**src/sv/kct_pkg.sv**
```systemverilog
`default_nettype none

package kct_pkg;

  localparam int ENTRIES_DEFAULT = 64;

  localparam logic [1:0] OP_ADD = 2'd0;
  localparam logic [1:0] OP_SET = 2'd1;

  localparam logic [1:0] ST_OK        = 2'd0;
  localparam logic [1:0] ST_FULL      = 2'd1;
  localparam logic [1:0] ST_NOT_FOUND = 2'd2;

  typedef struct packed {
    logic load;      // take the input item into the working registers
    logic search;    // step the key scan by one entry
    logic read_cnt;  // read the counter at the scan position
    logic commit;    // write back and load the result register
  } kct_cmd_t;

  typedef struct packed {
    logic hit;       // compared entry holds the key
    logic exhausted; // every occupied entry compared without a hit
  } kct_stat_t;

endpackage

`default_nettype wire

```
**src/sv/kct_ctrl.sv**
```systemverilog
`default_nettype none

module kct_ctrl
  import kct_pkg::*;
(
  input  wire logic      clk,
  input  wire logic      rst,
  input  wire logic      in_valid,
  output logic           in_ready,
  output logic           out_valid,
  input  wire logic      out_ready,
  input  wire kct_stat_t st,
  output kct_cmd_t       cmd
);

  localparam logic [1:0] S_IDLE   = 2'd0;
  localparam logic [1:0] S_SEARCH = 2'd1;
  localparam logic [1:0] S_READ   = 2'd2;
  localparam logic [1:0] S_WRITE  = 2'd3;

  logic [1:0] state;
  logic [1:0] state_next;

  always_comb begin
    in_ready     = (state == S_IDLE);
    cmd.load     = in_valid && (state == S_IDLE);
    cmd.search   = (state == S_SEARCH) && !st.hit && !st.exhausted;
    cmd.read_cnt = (state == S_READ);
    // result register must be free, or emptying this cycle
    cmd.commit   = (state == S_WRITE) && (!out_valid || out_ready);
  end

  always_comb begin
    state_next = state;
    case (state)
      S_IDLE: begin
        if (cmd.load) state_next = S_SEARCH;
      end
      S_SEARCH: begin
        if (st.hit || st.exhausted) state_next = S_READ;
      end
      S_READ: begin
        state_next = S_WRITE;
      end
      S_WRITE: begin
        if (cmd.commit) state_next = S_IDLE;
      end
      default: begin
        state_next = S_IDLE;
      end
    endcase
  end

  always_ff @(posedge clk) begin
    if (rst) begin
      state     <= S_IDLE;
      out_valid <= 1'b0;
    end else begin
      state <= state_next;
      if (cmd.commit) begin
        out_valid <= 1'b1;
      end else if (out_ready) begin
        out_valid <= 1'b0;
      end
    end
  end

endmodule

`default_nettype wire

```
**src/sv/kct_datapath.sv**
```systemverilog
`default_nettype none

module kct_datapath
  import kct_pkg::*;
#(
  parameter int ENTRIES = ENTRIES_DEFAULT
) (
  input  wire logic        clk,
  input  wire logic        rst,
  input  wire kct_cmd_t    cmd,
  output kct_stat_t        st,
  input  wire logic [1:0]  operation,
  input  wire logic [31:0] key,
  input  wire logic [31:0] value,
  output logic [1:0]       status,
  output logic [31:0]      count
);

  localparam int IW = $clog2(ENTRIES);
  localparam int CW = $clog2(ENTRIES + 1);

  logic [31:0] key_mem [ENTRIES];
  logic [31:0] cnt_mem [ENTRIES];

  logic [1:0]    op_q;
  logic [31:0]   key_q;
  logic [31:0]   val_q;
  logic [CW-1:0] idx;
  logic [CW-1:0] occ;
  logic          rd_valid;
  logic [IW-1:0] rd_idx;
  logic [31:0]   key_rd;
  logic [31:0]   cnt_rd;

  logic          in_range;
  logic          is_get;
  logic          full;
  logic          cnt_we;
  logic [IW-1:0] cnt_waddr;
  logic [31:0]   cnt_wdata;
  logic          ins_en;
  logic [1:0]    status_next;
  logic [31:0]   count_next;

  assign in_range     = (idx < occ);
  assign st.hit       = rd_valid && (key_rd == key_q);
  assign st.exhausted = !rd_valid && !in_range;

  always_comb begin
    is_get      = !((op_q == OP_ADD) || (op_q == OP_SET));
    full        = (occ == CW'(ENTRIES));
    cnt_we      = 1'b0;
    ins_en      = 1'b0;
    cnt_waddr   = rd_idx;
    cnt_wdata   = val_q;
    status_next = ST_OK;
    count_next  = '0;
    if (is_get) begin
      if (st.hit) begin
        count_next = cnt_rd;
      end else begin
        status_next = ST_NOT_FOUND;
      end
    end else if (st.hit) begin
      cnt_we = cmd.commit;
      if (op_q == OP_ADD) cnt_wdata = cnt_rd + val_q;
    end else if (!full) begin
      // miss: claim the next free entry at the end of the occupied prefix
      ins_en    = cmd.commit;
      cnt_we    = cmd.commit;
      cnt_waddr = occ[IW-1:0];
    end else begin
      status_next = ST_FULL;
    end
  end

  always_ff @(posedge clk) begin
    if (rst) begin
      occ      <= '0;
      idx      <= '0;
      rd_valid <= 1'b0;
    end else begin
      if (cmd.load) begin
        idx      <= '0;
        rd_valid <= 1'b0;
      end else if (cmd.search) begin
        rd_valid <= in_range;
        if (in_range) idx <= idx + CW'(1);
      end
      if (ins_en) occ <= occ + CW'(1);
    end
  end

  always_ff @(posedge clk) begin
    if (cmd.load) begin
      op_q  <= operation;
      key_q <= key;
      val_q <= value;
    end
    if (cmd.search && in_range) rd_idx <= idx[IW-1:0];
    if (cmd.commit) begin
      status <= status_next;
      count  <= count_next;
    end
  end

  // key store
  always_ff @(posedge clk) begin
    if (ins_en) key_mem[occ[IW-1:0]] <= key_q;
    if (cmd.search && in_range) key_rd <= key_mem[idx[IW-1:0]];
  end

  // counter store
  always_ff @(posedge clk) begin
    if (cnt_we) cnt_mem[cnt_waddr] <= cnt_wdata;
    if (cmd.read_cnt) cnt_rd <= cnt_mem[rd_idx];
  end

endmodule

`default_nettype wire

```
**src/sv/keyed_counter_table_top.sv**
```systemverilog
// Table of ENTRIES 32-bit counters keyed by a 32-bit id. Add and set update
// a matching entry or claim the next free one (status full when none is
// left); get returns the counter or not-found with a zero count. One result
// per item. The keys sit in a single-port memory that is scanned one entry
// per clock, so the scan stops at the matching entry on a hit and runs over
// every occupied entry on a miss, and the next item is accepted only after
// the current one commits; the counter update is a read then a write of the
// counter memory. The table is empty straight after reset, with no
// clearing pass. A new item may be taken while the previous result waits.
`default_nettype none

module keyed_counter_table_top
  import kct_pkg::*;
#(
  parameter int ENTRIES = ENTRIES_DEFAULT
) (
  input  wire logic        clk,
  input  wire logic        rst,
  input  wire logic        in_valid,
  output logic             in_ready,
  input  wire logic [1:0]  operation,
  input  wire logic [31:0] key,
  input  wire logic [31:0] value,
  output logic             out_valid,
  input  wire logic        out_ready,
  output logic [1:0]       status,
  output logic [31:0]      count
);

  kct_cmd_t  cmd;
  kct_stat_t st;

  kct_ctrl u_ctrl (
    .clk       (clk),
    .rst       (rst),
    .in_valid  (in_valid),
    .in_ready  (in_ready),
    .out_valid (out_valid),
    .out_ready (out_ready),
    .st        (st),
    .cmd       (cmd)
  );

  kct_datapath #(
    .ENTRIES (ENTRIES)
  ) u_datapath (
    .clk       (clk),
    .rst       (rst),
    .cmd       (cmd),
    .st        (st),
    .operation (operation),
    .key       (key),
    .value     (value),
    .status    (status),
    .count     (count)
  );

  a_result_from_commit: assert property (@(posedge clk) disable iff (rst)
    $rose(out_valid) |-> $past(cmd.commit))
    else $error("result appeared without a commit");

  a_ready_after_commit: assert property (@(posedge clk) disable iff (rst)
    cmd.commit |=> in_ready)
    else $error("not ready for an item after commit");

  a_zero_count_on_error: assert property (@(posedge clk) disable iff (rst)
    out_valid && (status != ST_OK) |-> (count == '0))
    else $error("non-zero count with error status");

  a_hit_excl_exhausted: assert property (@(posedge clk) disable iff (rst)
    !(st.hit && st.exhausted))
    else $error("hit and exhausted together");

endmodule

`default_nettype wire

```
**config.mk**
```make
export PLATFORM = sky130hd
export DESIGN_NAME = keyed_counter_table_top
export DESIGN_NICKNAME = d
export VERILOG_FILES = /design/src/sv/kct_pkg.sv /design/src/sv/kct_ctrl.sv /design/src/sv/kct_datapath.sv /design/src/sv/keyed_counter_table_top.sv
export SDC_FILE = /design/constraint.sdc
export NUM_CORES = 2
export LEC_CHECK = 0
export BUFFER_PORTS_ARGS = -buffer_cell sky130_fd_sc_hd__buf_4
export CAP_MARGIN = 20
export CORE_MARGIN = 2
export CORE_UTILIZATION = 46
export DETAILED_ROUTE_END_ITERATION = 16
export GPL_TIMING_DRIVEN = 1
export HOLD_SLACK_MARGIN = 0.05
export PLACE_DENSITY = 0.67
export SETUP_SLACK_MARGIN = 0.4
export SKIP_LAST_GASP = 1
export SYNTH_ARGS = -nofsm -noshare
export SYNTH_HDL_FRONTEND = slang
export SYNTH_SLANG_ARGS = --single-unit
```
**constraint.sdc**
```tcl
create_clock -name clk -period 15.63 [get_ports clk]
set_input_delay 1.563 -clock clk [delete_from_list [all_inputs] [get_ports clk]]
set_output_delay 1.563 -clock clk [all_outputs]
set_load 0.02 [all_outputs]
```
* Word-level counts from Yosys, hierarchy flattened
Memory sizes are Yosys's and may differ from the RTL's. A register that Yosys moved wholly into a read port is not among the register bits. Cells that the tools add are included.
Word-level totals: memory bits (writable) 4096, word-level logic and storage cells 74, memories 2, input bits 70, output and inout bits 36, register bits after elaboration 124
Memories:
- u_datapath.cnt_mem | depth 64, bits a word 32, read ports 1, clocked after memory_dff 1, write ports 1, RTL line kct_datapath.sv:23 | logic [31:0] cnt_mem [ENTRIES];
- u_datapath.key_mem | depth 64, bits a word 32, read ports 1, clocked after memory_dff 1, write ports 1, RTL line kct_datapath.sv:22 | logic [31:0] key_mem [ENTRIES];
Cells by class: add/subtract/negate cells 3, order comparisons 1, bitwise logic cells 1, equality and inequality tests 9, muxes and demuxes 25, reduce and logical (&&, ||, !) cells 22
Operator list (count):
- 32-bit 2-to-1 mux | 3
- 32-bit adder | 1
- 32-bit equality test | 1
- 6-bit 2-to-1 mux | 3
- 7-bit by 1-bit adder with 7-bit output, second input constant | 2
- 1-bit 2-to-1 mux | 12
- 2-bit 2-to-1 mux | 6
- 2-bit one-hot mux with 4 select lines | 1
- 7-bit equality test, second input constant | 1
- 1-bit logical AND | 7
- 7-bit < comparator | 1
- 1-bit zero test | 5
- 2-bit by 1-bit equality test with 1-bit output, second input constant | 2
- 2-bit equality test, second input constant | 2
- 2-bit zero test | 2
- 2-bit by 1-bit inequality test with 1-bit output, second input constant | 2
- 2-bit OR reduction | 2
- 1-bit logical OR | 3
- 3-bit AND reduction | 1
- 2-bit inequality test, second input constant | 1
- 2-bit AND reduction | 1
- 2-bit nonzero test | 1
- 1-bit inverter | 1

* Depth between registers and ports, before layout
depth in word-level cells 8, mapped depth 12, gate-level depth less buffers 11

* Hierarchy
Synthesis repeated with hierarchy kept, for this count alone.
Unflattened totals: cells, all modules 6626, area, all modules 164396.4 um2
By module, submodules not included:
- kct_datapath | area an instance 164171.2 um2, instances 1, seq. area each 128403.1 um2, cells each 6604
- kct_ctrl | area an instance 225.2 um2, instances 1, seq. area each 60.1 um2, cells each 22

* Worst setup path before layout
No wires, ideal clock.
path type register -> register, start point reg u_datapath.key_q[27], end point mem u_datapath.cnt_mem[0][6], data pin, buffers on the path 1, arrival time 5.187 ns, slack 9.741 ns, cell stages (with the launch flop) 8, path through edfxtp_1 > inv_1 > a22o_1 > or4b_1 > nand4bb_1 > or3_1 > clkbuf_1 > o21ai_0
On the way: cells in the longest elaborated chain, start to end 4
Ends and longest elaborated chain:
- from (decl) | RTL line kct_datapath.sv:26 | logic [31:0] key_q;
- from (signal assigned) | RTL line kct_datapath.sv:97 | key_q <= key;
- 32-bit equality test | RTL line kct_datapath.sv:46 | assign st.hit = rd_valid && (key_rd == key_q);
- 1-bit logical AND | RTL line kct_datapath.sv:46
- 32-bit 2-to-1 mux | RTL line kct_datapath.sv:64 | end else if (st.hit) begin
- 32-bit 2-to-1 mux | RTL line kct_datapath.sv:58 | if (is_get) begin
- net u_datapath.cnt_wdata[6] | RTL line kct_datapath.sv:40 | logic [31:0] cnt_wdata;
- to (decl) | RTL line kct_datapath.sv:23
The timed path passes the listed nets, and every way through them passes these cells.

* Worst setup path in the final report
start point reg u_datapath.idx[0], end point reg u_datapath.key_rd[0], read port of u_datapath.key_mem, data pin
On the way: cells in the longest elaborated chain, start to end 6
Ends and longest elaborated chain:
- from (decl) | RTL line kct_datapath.sv:28 | logic [CW-1:0] idx;
- from (signal assigned) | RTL line kct_datapath.sv:88 | if (in_range) idx <= idx + CW'(1);
- 7-bit < comparator | RTL line kct_datapath.sv:45 | assign in_range = (idx < occ);
- 1-bit zero test | RTL line kct_datapath.sv:47 | assign st.exhausted = !rd_valid && !in_range;
- 1-bit logical AND | RTL line kct_datapath.sv:47
- 1-bit zero test | RTL line kct_ctrl.sv:27 | cmd.search = (state == S_SEARCH) && !st.hit && !st.exhausted;
- 1-bit logical AND | RTL line kct_ctrl.sv:27
- 1-bit logical AND | RTL line kct_datapath.sv:110 | if (cmd.search && in_range) key_rd <= key_mem[idx[IW-1:0]];
- to (decl) | RTL line kct_datapath.sv:32 | logic [31:0] key_rd;
Several ways; a longest one is shown, not always the timed one. A chain may end at the register's enable or synchronous reset.

==> results.md <==
* Final Slew Violations at 0
* Filler cell count at 26629
* RSZ-0062 raised after global routing: no
* Number of global-route vias before repair at 76420
* Final hold vios at 0
* Tcrit/Tclk final at 38.8%
* Dpl hpwl at 226000 µm
* CP peak stage delay at 0.89 ns
* Largest net degree at the start of global routing at 147
* CTS sink cnt at 4284
* Post-synthesis average cell area at 25.0 µm²
* Finished Cell Area at 186000 µm²
* Critical path arrival at 6.77 ns
* Synth-to-Final Area Change at 13.3%
* Synth Register Bits at 4284
* CP Max Fanout at 46
* R2R cell count at 7
* Cell row count at 219
* Final RePlAce weighted congestion at 0.811
* Setup crit end kind: register
* Final Skew at 0.0918 ns
* Synth Net Count at 6685
* Global-route usage over all layers at 23.0%
* DR iter-0 viols at 10986
* Tightest Hold Check Type: reg -> reg
* Slowest-stage cell, CP: dfxtp_4
* Core area at 355000 µm²
* Die height at 601 µm
* Seq/Total Area, Yosys at 78.3%
* Resize count post-CTS at 0
* Tmin final at 6.06 ns
* Share of cells above drive strength 1 at 33.3%
* Htree depth at 5
* Power, Total at 24.7 mW
* Top cell by count, worst path: buf_4
* Netlist cell types at 65
* Setup Fix Bufs, Post-CTS at 0
* Cells after Synth at 6570
* Peak supply drop at 0.000115 V
* Max clock buf depth at 4
* Setup Viol. Count Final at 0
* Via density at 6.25
* DRT Pass-1 Iters at 5
* Fmax at 0.165 GHz
* Hold depth at 0
* Number of port buffers at 105
* Chip width at 601 µm
* Cell breakdown of the critical path: buf_4 -> buf_4 -> buf_4 -> buf_4 -> mux4_2 -> mux4_2 -> mux4_2
* Leakage at 56.2 nW
* Final #Nets at 7144
* First-pass GRT wire length at 587000 µm
* Wire length per cell at 34.6 µm
* EDFF count, synth at 4266
* DR DRC count at 0
* Relative slew slack at 9.97%
* Most frequent cells in the layout: 4266 x edfxtp_1, 1344 x mux4_2, 423 x clkbuf_16, 340 x buf_4, 128 x nor2_4
* CP Data Required Time at 16.34 ns
* IO Pins at 106
* GR Overflow Total at 0
* CTS Hold Buffers Added at 0
* Commonest non-fill, non-tap cell in the layout: edfxtp_1
* Utilization after layout at 52.3%
* Area post-placement at 173000 µm²
* FFs w/ async S/R, synth at 0%
* Clk_lat worst skew at 0.98 ns
* Initial antenna violation count at 17
* Vias at 75750
* Clk slew on worst S/H paths at 0.06 ns
* Outcome: finished clean
* Ys Warns at 0
* Num CTS Buffers at 416
* Die area at 361000 µm²
* Main synth FF type: edfxtp_1
* Final setup TNS at 0 ns
* Setup CP Type: reg -> reg
* Antenna Nets Post-Route at 0
* Worst-margin pin slew at 1.35 ns
* Cell Area, Synth at 164000 µm²
* Initial Utilization at 46.2%
* Maxcap violations at 0
* CP Launch Type: register
* Root buffer cell: clkbuf_16
* CTS tree: built
* Pwr Density at 133 nW/µm²
* Detailed Route WL at 420000 µm
[metal layers]
layer  vias up  part of all wire, %  GRT usage (%)
met5         -               0.0031              0
met4         2                  4.4           8.97
met3       716                  8.6           3.60
met2      4060                   49           37.3
met1     41469                   38           31.5
li1      29503                    -              -
[sequential cells by signal, indices dropped and copies added (netlist names), 7 cells and up]
signal / cells
u_datapath.val_q: 32
u_datapath.key_mem: 2048
u_datapath.key_q: 32
u_datapath.occ: 7
u_datapath.cnt_rd: 32
u_datapath.idx: 7
u_datapath.count: 32
u_datapath.cnt_mem: 2048
u_datapath.key_rd: 32
[Yosys cell counts, types with 26 or more instances]
cell,n,area [µm²]
edfxtp_1,4266,128000
mux4_2,1344,30300
clkbuf_1,163,612
nor2_1,159,597
buf_2,67,335
buf_1,64,240
nand2_1,55,206
ha_1,44,551
and3_1,38,238
xor2_1,38,333
o21ai_0,34,170
xnor2_1,32,280
a21oi_1,31,155
buf_4,26,195
[cell families after synthesis]
| logic type | after synthesis | share of synthesized area, % |
|---|---|---|
| buffers and inverters | 346 | 0.925 |
| AND/OR/NAND/NOR | 335 | 0.999 |
| XOR/XNOR | 70 | 0.374 |
| AO/OA/AOI/OAI | 135 | 0.528 |
| adder cells (fa/ha/maj) | 45 | 0.348 |
| flip-flops | 4284 | 78.3 |
| multiplexers | 1355 | 18.5 |
[worst paths after layout]
check | slack [ns] | to | startpoint
worst max-delay path | 9.57 | u_datapath.key_rd[0] | u_datapath.idx[0]
worst min-delay path | 0.49 | u_datapath.rd_idx[4] | u_datapath.idx[4]
worst max register to register | 9.57 | u_datapath.key_rd[0] | u_datapath.idx[0]
worst min register to register | 0.49 | u_datapath.rd_idx[4] | u_datapath.idx[4]
[stage by stage]
step                setup slack [ns]  hold WS, ns  instances
floorplan                       9.74        0.432       6570
global placement                9.26        0.508      11342
detailed placement              9.22        0.512      11354
CTS                             9.34        0.482      12106
global route                    8.98        0.488      12117
finish                          9.57        0.488      12122
[area by class of cell]
type	instances	area (µm²)	share of cell area (%)
Clock inverter	242	1970	1.06
Timing Repair Buffer	366	3080	1.66
Inverter	21	78.8	0.0424
Antenna cell	8	20.0	0.0108
Multi-Input combinational cell	1940	35400	19.0
Clock buffer	510	10900	5.87
Sequential cell	4284	128000	69.1
Tap cell	4751	5940	3.20
[critical path, delay by kind of cell (launching register included)]
family | cells | cell delay (ns)
DFF | 1 | 0.89
buffers and inverters | 4 | 3.24
muxes | 3 | 1.59
[where the power goes]
group / leakage, nW / internal (mW) / switching (mW) / total [mW]
registers: 38.5 / 13.4 / 0.102 / 13.5
logic: 11.4 / 0.394 / 1.25 / 1.64
clock network: 6.28 / 5.36 / 4.21 / 9.57
total: 56.2 / 19.1 / 5.56 / 24.7
Power figures use the tool's default switching activity.
